--- config.mk ---
export PLATFORM = sky130hd
export DESIGN_NAME = tbi_ctrl
export DESIGN_NICKNAME = d
export VERILOG_FILES = /design/src/sv/tbi_pkg.sv /design/src/sv/tbi_ctrl.sv
export SDC_FILE = /design/constraint.sdc
export NUM_CORES = 1
export LEC_CHECK = 0
export BUFFER_PORTS_ARGS = -buffer_cell sky130_fd_sc_hd__buf_2
export CAP_MARGIN = 5
export CELL_PAD_IN_SITES_DETAIL_PLACEMENT = 0
export CELL_PAD_IN_SITES_GLOBAL_PLACEMENT = 1
export CORE_MARGIN = 1.5
export CORE_UTILIZATION = 45
export CTS_CLUSTER_SIZE = 10
export DETAILED_ROUTE_END_ITERATION = 8
export PLACE_DENSITY_LB_ADDON = 0.1
export REMOVE_ABC_BUFFERS = 1
export SETUP_SLACK_MARGIN = 0.02
export SKIP_CTS_REPAIR_TIMING = 1
export SLEW_MARGIN = 20
export SYNTH_ARGS = -nofsm -noshare
export SYNTH_HDL_FRONTEND = slang
export SYNTH_SLANG_ARGS = --single-unit
--- constraint.sdc ---
create_clock -name clk -period 3.7 [get_ports clk]
set_clock_uncertainty 0.2 [all_clocks]
set_input_delay 0.37 -clock clk [delete_from_list [all_inputs] [get_ports clk]]
set_output_delay 0.37 -clock clk [all_outputs]
set_load 0.05 [all_outputs]
--- src/sv/tbi_pkg.sv ---
// Shared types and constants for the toroidal body integrator.
// Used by the controller, the datapath and the top level.
package tbi_pkg;

    localparam int POS_FRAC = 8;
    localparam int IN_W     = 128;
    localparam int OUT_W    = 232;

    // smallest d^2 in Q.2P square pixels (0.01, rounded)
    localparam logic [41:0] MIN_D2 = 42'(((1 << (2 * POS_FRAC)) + 50) / 100);

    typedef enum logic [4:0] {
        OP_NOP,
        OP_LOAD,
        OP_AX,
        OP_AY,
        OP_RT,
        OP_VX,
        OP_VY,
        OP_MODX,
        OP_WRAPX,
        OP_MODY,
        OP_WRAPY,
        OP_DIFF,
        OP_SQX,
        OP_SQY,
        OP_SSUM,
        OP_MAG_DIV,
        OP_MAG,
        OP_TX,
        OP_T0,
        OP_T1,
        OP_T2,
        OP_T3,
        OP_T4,
        OP_CDIV,
        OP_CSQ,
        OP_GCOMP
    } op_t;

    typedef struct packed {
        op_t  op;
        logic axis_y;
    } cmd_t;

    typedef struct packed {
        logic div_done;
        logic sqrt_done;
        logic s_zero;
    } stat_t;

    // packed so that the last field (accel_x) sits in the lowest bits
    typedef struct packed {
        logic [2:0]         pad;
        logic [19:0]        query_y;
        logic [19:0]        query_x;
        logic [15:0]        time_step;
        logic signed [20:0] turn_rate;
        logic signed [23:0] accel_y;
        logic signed [23:0] accel_x;
    } in_t;

    typedef struct packed {
        logic signed [31:0] grav_y;
        logic signed [31:0] grav_x;
        logic [47:0]        elapsed;
        logic signed [15:0] heading;
        logic signed [31:0] vel_y;
        logic signed [31:0] vel_x;
        logic [19:0]        pos_y;
        logic [19:0]        pos_x;
    } res_t;

    function automatic logic signed [31:0] sat32(input logic signed [50:0] x);
        logic signed [31:0] r;
        if (x > 51'sd2147483647)
            r = 32'sh7FFFFFFF;
        else if (x < -51'sd2147483648)
            r = 32'sh80000000;
        else
            r = x[31:0];
        return r;
    endfunction

endpackage

--- src/sv/tbi_ctrl.sv ---
// Sequencer for one integration step; issues datapath commands.
// Depends on tbi_pkg.
module tbi_ctrl
    import tbi_pkg::*;
(
    input  logic  clk,
    input  logic  rst_n,
    input  logic  in_valid,
    input  logic  out_free,
    input  stat_t stat,
    output logic  in_ready,
    output logic  load_out,
    output cmd_t  cmd
);

    typedef enum logic [25:0] {
        ST_IDLE  = 26'd1 << 0,
        ST_AX    = 26'd1 << 1,
        ST_AY    = 26'd1 << 2,
        ST_RT    = 26'd1 << 3,
        ST_VX    = 26'd1 << 4,
        ST_VY    = 26'd1 << 5,
        ST_MODX  = 26'd1 << 6,
        ST_MODXW = 26'd1 << 7,
        ST_MODY  = 26'd1 << 8,
        ST_MODYW = 26'd1 << 9,
        ST_DIFF  = 26'd1 << 10,
        ST_SQX   = 26'd1 << 11,
        ST_SQY   = 26'd1 << 12,
        ST_SSUM  = 26'd1 << 13,
        ST_MAG   = 26'd1 << 14,
        ST_MAGW  = 26'd1 << 15,
        ST_TX    = 26'd1 << 16,
        ST_T0    = 26'd1 << 17,
        ST_T1    = 26'd1 << 18,
        ST_T2    = 26'd1 << 19,
        ST_T3    = 26'd1 << 20,
        ST_T4    = 26'd1 << 21,
        ST_CDIV  = 26'd1 << 22,
        ST_CDIVW = 26'd1 << 23,
        ST_CSQW  = 26'd1 << 24,
        ST_DONE  = 26'd1 << 25
    } state_t;

    state_t state_reg;
    state_t state_next;
    logic   axis_reg;
    logic   axis_next;

    always_ff @(posedge clk or negedge rst_n)
    begin
        if (!rst_n)
        begin
            state_reg <= ST_IDLE;
            axis_reg  <= 1'b0;
        end
        else
        begin
            state_reg <= state_next;
            axis_reg  <= axis_next;
        end
    end

    always_comb
    begin
        state_next = state_reg;
        axis_next  = axis_reg;
        cmd.op     = OP_NOP;
        cmd.axis_y = axis_reg;
        in_ready   = 1'b0;
        load_out   = 1'b0;
        unique case (state_reg)
            ST_IDLE:
            begin
                in_ready = 1'b1;
                if (in_valid)
                begin
                    cmd.op     = OP_LOAD;
                    state_next = ST_AX;
                end
            end
            ST_AX:   begin cmd.op = OP_AX;   state_next = ST_AY;   end
            ST_AY:   begin cmd.op = OP_AY;   state_next = ST_RT;   end
            ST_RT:   begin cmd.op = OP_RT;   state_next = ST_VX;   end
            ST_VX:   begin cmd.op = OP_VX;   state_next = ST_VY;   end
            ST_VY:   begin cmd.op = OP_VY;   state_next = ST_MODX; end
            ST_MODX: begin cmd.op = OP_MODX; state_next = ST_MODXW; end
            ST_MODXW:
            begin
                if (stat.div_done)
                begin
                    cmd.op     = OP_WRAPX;
                    state_next = ST_MODY;
                end
            end
            ST_MODY: begin cmd.op = OP_MODY; state_next = ST_MODYW; end
            ST_MODYW:
            begin
                if (stat.div_done)
                begin
                    cmd.op     = OP_WRAPY;
                    state_next = ST_DIFF;
                end
            end
            ST_DIFF: begin cmd.op = OP_DIFF;    state_next = ST_SQX;  end
            ST_SQX:  begin cmd.op = OP_SQX;     state_next = ST_SQY;  end
            ST_SQY:  begin cmd.op = OP_SQY;     state_next = ST_SSUM; end
            ST_SSUM: begin cmd.op = OP_SSUM;    state_next = ST_MAG;  end
            ST_MAG:  begin cmd.op = OP_MAG_DIV; state_next = ST_MAGW; end
            ST_MAGW:
            begin
                if (stat.div_done)
                begin
                    cmd.op     = OP_MAG;
                    axis_next  = 1'b0;
                    state_next = stat.s_zero ? ST_DONE : ST_TX;
                end
            end
            ST_TX:   begin cmd.op = OP_TX;   state_next = ST_T0;   end
            ST_T0:   begin cmd.op = OP_T0;   state_next = ST_T1;   end
            ST_T1:   begin cmd.op = OP_T1;   state_next = ST_T2;   end
            ST_T2:   begin cmd.op = OP_T2;   state_next = ST_T3;   end
            ST_T3:   begin cmd.op = OP_T3;   state_next = ST_T4;   end
            ST_T4:   begin cmd.op = OP_T4;   state_next = ST_CDIV; end
            ST_CDIV: begin cmd.op = OP_CDIV; state_next = ST_CDIVW; end
            ST_CDIVW:
            begin
                if (stat.div_done)
                begin
                    cmd.op     = OP_CSQ;
                    state_next = ST_CSQW;
                end
            end
            ST_CSQW:
            begin
                if (stat.sqrt_done)
                begin
                    cmd.op = OP_GCOMP;
                    if (axis_reg)
                        state_next = ST_DONE;
                    else
                    begin
                        axis_next  = 1'b1;
                        state_next = ST_TX;
                    end
                end
            end
            ST_DONE:
            begin
                if (out_free)
                begin
                    load_out   = 1'b1;
                    state_next = ST_IDLE;
                end
            end
            default:
            begin
                state_next = ST_IDLE;
            end
        endcase
    end

endmodule

==> results of run 1 <==
## worst reg2reg max path: cells and delay by family, from the launching register on
kind	cells	cell delay (ps)
compound gates	1	340
simple gates	5	1810
flops	1	430
## routing by layer
| layer | vias up | track usage, % |
|---|---|---|
| met2 | 48 | 35.7 |
| met5 | - | 0 |
| li1 | 749 | - |
| met1 | 752 | 31.9 |
| met3 | 14 | 3.65 |
| met4 | 0 | 10.9 |
## stage by stage
step                power (mW)  worst slack, ps  std cells  hold WS, ps  util (%)
detailed placement       0.737              385        247          217      50.2
global route             0.967             47.4        252          198      52.6
floorplan                0.633              535        182         -126         -
CTS                      0.908             83.9        251        -79.4      51.5
global placement         0.736              395        247          207      50.2
finish                   0.911              190        252          183      52.6
## power breakdown
part / switching, mW / internal (mW) / total [mW] / leakage [nW]
logic: 0.269 / 0.127 / 0.396 / 0.478
registers: 0.0264 / 0.316 / 0.343 / 0.373
clock network: 0.0960 / 0.0756 / 0.172 / 0.0255
total: 0.392 / 0.519 / 0.911 / 0.876
## layout by cell type, fill, tap and decap left out, types with 3 or more instances in the layout
cell	instances
dfrtp_1	26
nor2_1	20
nor3_1	18
nand2_1	14
buf_2	14
nor4_1	9
nand2b_1	9
nand3_1	6
nand3b_1	5
a21oi_1	5
nand4b_1	4
xnor2_1	4
inv_1	4
nor4b_1	4
or4_1	3
nor4_2	3
or3_1	3
o21ai_1	3
nor4_4	3
clkbuf_8	3
buf_4	3
## final timing paths
path                                    start            end  cells after the start
worst max-delay path            state_reg[16]         cmd[2]                      7
worst min-delay path                  stat[1]       axis_reg                      3
worst max register to register  state_reg[16]  state_reg[16]                      6
worst min register to register       axis_reg       axis_reg                      2
max in group asynchronous               rst_n   state_reg[4]                      2
min in group asynchronous               rst_n  state_reg[17]                      2
## cell families (layout without fill, tap and decap cells)
group / after synthesis / count (layout) / synth area share [%]
compound gates: 24 / 24 / 9.88
xor+xnor: 6 / 6 / 3.05
buf+inv: 10 / 26 / 2.98
flops: 27 / 27 / 39.3
mux: 1 / 1 / 0.581
simple gates: 120 / 120 / 44.2
## layout make-up
cell class	count	area share, %
clock buffers	3	2.14
clock inverters	1	0.260
inverters	4	0.779
multi-input cells	151	53.2
flip-flops and latches	27	35.1
well taps	48	3.12
repair buffers	18	5.32
==> flow_summary.yaml, run 1 <==
flow_run:
  max_cap_violations: 0
sta:
  fmax_mhz: 285
  finalCritPeriodShare_pct: 94.9
  rsz0062_at_grt: "no"
  slew_headroom_pct: 51.8
  min_period_ps: 3510
  hold_viol_final: 0
  setup_violations: 0
  tightest_slew_ps: 718
  final_max_slew_viol_count: 0
  final.setup.tns_ps: 0
yosys:
  synth_edf_count: 0
  synthFlopType: "dfrtp_1"
  ys_warn_count: 0
  synth_top_cell_area_share_pct: 37.8
  syn_area_um2: 1720
  yosysUniqueCellTypes: 49
  yosysTopAreaCell: "dfrtp_1"
  ys_ff_latch: 27
  synth_common_cells: "dfrtp_1 (26), nor2_1 (20), nor3_1 (18)"
  synth_area_leaders: "dfrtp_1 (38%), nor3_1 (5.2%), nor2_1 (4.4%)"
  synth_seq_area_share_pct: 39.3
  synth.most_common_cell: "dfrtp_1"
  syn_avg_cell_area_um2: 9.16
  async_flop_share_pct: 100
  syn_inst: 188
finish:
  fill_cells: 368
  insertedDiodeCount: 0
  largest_reg_flops: 26
  drive_gt1_share_pct: 18.1
  multi_input_area_um2: 1030
  nNetsFinal: 212
  area_growth_pct: 11.9
  final_cell_area_um2: 1930
  layout.area.seq_um2: 677
clocking:
  htreeDepth: 1
  clock_path_buffers: 2
  clock-root-buffer: "clkbuf_8"
  cts.sinks: 27
  cts_tree: "built"
  cts_buffers: 3
  clk_pin_slew_ps: 100
  clock_latency_ps: 270
grt:
  grt_max_degree: 28
  grt_pass1_wl_um: 7340
  grt_usage_pct: 23.2
  antenna_found_initial: 0
  grt_pass1_vias: 1489
  overflow: 0
floorplanning:
  die_y_um: 64.9
  io_pins: 15
  die_x_um: 64.9
  rows: 22
  start_util_pct: 47.0
  core_area_um2: 3660
  dieArea_um2: 4210
setup_path:
  worstSetupPathType: "register to primary output"
  cp.arrival_ps: 2940
  path_common_cell: "nor3_1"
  cp_data_required_time_ps: 3130
  crit_chain: "nor3_1 -> nand2_1 -> or4_1 -> nor3_1 -> a211oi_1 -> nand4bb_1 -> buf_2"
  cp-end-kind: "primary output"
  crit_fanout: 6
  r2r_slack_ps: 800
  cp_slowest_cell: "nor3_1"
  path_buf_inv: 1
  crit_family: "simple AND/OR/NAND/NOR gates"
  slowest_delay_ps: 620
  start_kind: "register"
detailed_routing:
  topRoutingLayerUsed: "met4"
  vias_per_cell: 6.20
  wl_per_cell_um: 17.8
  wl_met3_um: 170
  wl_met1_um: 2040
  first_iter_violations: 146
  wl_met2_um: 2130
  dr.pass1.iters: 4
  vias: 1563
  drc: 0
  drtAntennaViolNets: 0
  routed_wl_um: 4480
power_and_ir_drop:
  peakVddDrop_mv: 0.420
  p_per_area_nw_per_um2: 473
  power_leakage_nw: 0.876
place:
  place.port_buffers: 14
  hpwl_um: 3400
  placed_area_um2: 1840
  gp_congestion: 0.928
hold_path:
  hp-class: "input port to register"
outcome:
  outcome: "complete, no violations"
(Power assumes the default switching activity.)
==> run 2: changes to the inputs <==
--- a/config.mk
+++ b/config.mk
@@ -6,9 +6,10 @@
 export NUM_CORES = 1
 export LEC_CHECK = 0
 export BUFFER_PORTS_ARGS = -buffer_cell sky130_fd_sc_hd__buf_2
-export CAP_MARGIN = 5
+export CAP_MARGIN = 20
 export CELL_PAD_IN_SITES_DETAIL_PLACEMENT = 0
 export CELL_PAD_IN_SITES_GLOBAL_PLACEMENT = 1
+export CORE_ASPECT_RATIO = 1.1
 export CORE_MARGIN = 1.5
 export CORE_UTILIZATION = 45
 export CTS_CLUSTER_SIZE = 10
==> constraint.sdc (replaced) <==
create_clock -name clk -period 3.7 [get_ports clk]
set_clock_uncertainty 0.2 [all_clocks]
set_input_delay 0.74 -clock clk [delete_from_list [all_inputs] [get_ports clk]]
set_output_delay 0.74 -clock clk [all_outputs]
set_load 0.05 [all_outputs]
==> run 2 against run 1 <==
Clock power about the same. Critical path depth is 2 higher. Sequential share of layout area is 0.82 points lower. Final cell count increased by 3.2%. Highest routed layer unchanged. Power rose by 2.0%. First-iteration DRC count shrank 42%.
==> flow_summary.yaml, run 2 (same netlist as run 1, synthesis figures left out) <==
outcome:
  outcome: "complete, no violations"
place:
  gp_congestion: 0.887
  place.port_buffers: 14
  hpwl_um: 3360
floorplanning:
  rows: 23
  io_pins: 15
  dieArea_um2: 4210
  die_y_um: 67.9
  core_area_um2: 3650
  die_x_um: 62.0
  start_util_pct: 47.1
setup_path:
  cp-end-kind: "primary output"
  r2r-start: "state_reg[0]"
  cp-startpoint: "state_reg[9]"
  worst-r2r-cell-count: 9
  crit_fanout: 9
  cp_data_required_time_ps: 2760
  crit_end: "cmd[1]"
  worstSetupPathType: "register to primary output"
  r2r-end: "state_reg[15]"
  cp.arrival_ps: 2610
  start_kind: "register"
  r2r_slack_ps: 1090
sta:
  fmax_mhz: 282
  hold_viol_final: 0
  slew_headroom_pct: 56.9
  tightest_slew_ps: 647
  final_max_slew_viol_count: 0
  min_period_ps: 3550
  finalCritPeriodShare_pct: 95.9
  rsz0062_at_grt: "no"
  setup_violations: 0
clocking:
  clock-root-buffer: "clkbuf_8"
  cts_tree: "built"
  clock_latency_ps: 280
  clock_path_buffers: 2
  clk_pin_slew_ps: 90
  cts.sinks: 27
  htreeDepth: 1
  cts_buffers: 3
detailed_routing:
  vias_per_cell: 6.11
  routed_wl_um: 4500
  drtAntennaViolNets: 0
  drc: 0
  wl_per_cell_um: 17.3
  dr.pass1.iters: 4
  vias: 1588
  first_iter_violations: 84
power_and_ir_drop:
  total_power_mw: 0.929
  power_leakage_nw: 0.905
  p_per_area_nw_per_um2: 471
  peakVddDrop_mv: 0.233
finish:
  largest_reg_flops: 26
  area_growth_pct: 14.6
  post-route-util_pct: 54.0
  drive_gt1_share_pct: 21.4
  layout_commonest_cell: "dfrtp_1"
  final_cell_mix: "dfrtp_1 (26), nor2_1 (20), nor3_1 (15)"
  nNetsFinal: 218
  insertedDiodeCount: 0
hold_path:
  hp-class: "input port to asynchronous set/reset pin"
grt:
  grt_usage_pct: 23.0
  grt_pass1_wl_um: 7020
  grt_max_degree: 28
  antenna_found_initial: 0
  overflow: 0
  grt_pass1_vias: 1491
flow_run:
  max_cap_violations: 0
[run 2: cell count changes in the layout (fill, tap and decap cells not counted), sizes merged]
cell / delta
buf: +6
clkbuf: +2
clkinv: -1
dlygate4sd3: -1
[run 2: worst min-delay path by stage]
stage                     cells after the start             to
after floorplan                               0       axis_reg
after global placement                        2       axis_reg
after detailed placement                      2       axis_reg
after CTS                                     1  state_reg[18]
after global routing                          1  state_reg[18]
final                                         1   state_reg[3]
[run 2: worst max-delay path, cell delays in order, from the launching register on]
cell and delay [ps]:
dfrtp_1 550, nor4_4 70, buf_4 160, nand4_1 120, buf_4 160, nor3_1 70
nor3_1 320, o21a_1 210, or4b_1 440, buf_2 230
[run 2: cell type report]
class / count / area (µm²)
inverter: 4 / 15.0
timing repair buffer: 24 / 148
clock buffer: 4 / 45.0
tap: 50 / 62.6
sequential: 27 / 677
fill: 354 / 1680
multi-input combinational: 151 / 1030
[run 2: metal layers]
layer | track usage (%) | vias up | wire [µm]
li1 | - | 759 | -
met1 | 32.1 | 767 | 2080
met2 | 36.7 | 49 | 2100
met3 | 2.65 | 13 | 193
met4 | 7.71 | 0 | 123
met5 | 0 | - | 0
[run 2: per-stage QoR]
step           instance area (µm²)  TNS (ps)  worst slack (ps)  instances  hold WS [ps]
2_1_floorplan                 1690         0               353        182           244
3_3_place_gp                  1890         0               276        255           320
3_5_place_dp                  1890         0               292        255           339
4_1_cts                       1930     -48.4             -31.1        259           293
5_1_grt                       1970         0              19.1        260           317
6_report                      1970         0               152        260           279
[run 2: report_power, final]
group	internal [mW]	switching, mW	leakage (nW)	total (mW)
registers	0.316	0.0277	0.373	0.344
clock network	0.0773	0.0943	0.0228	0.172
logic	0.139	0.275	0.510	0.413
total	0.532	0.397	0.905	0.929
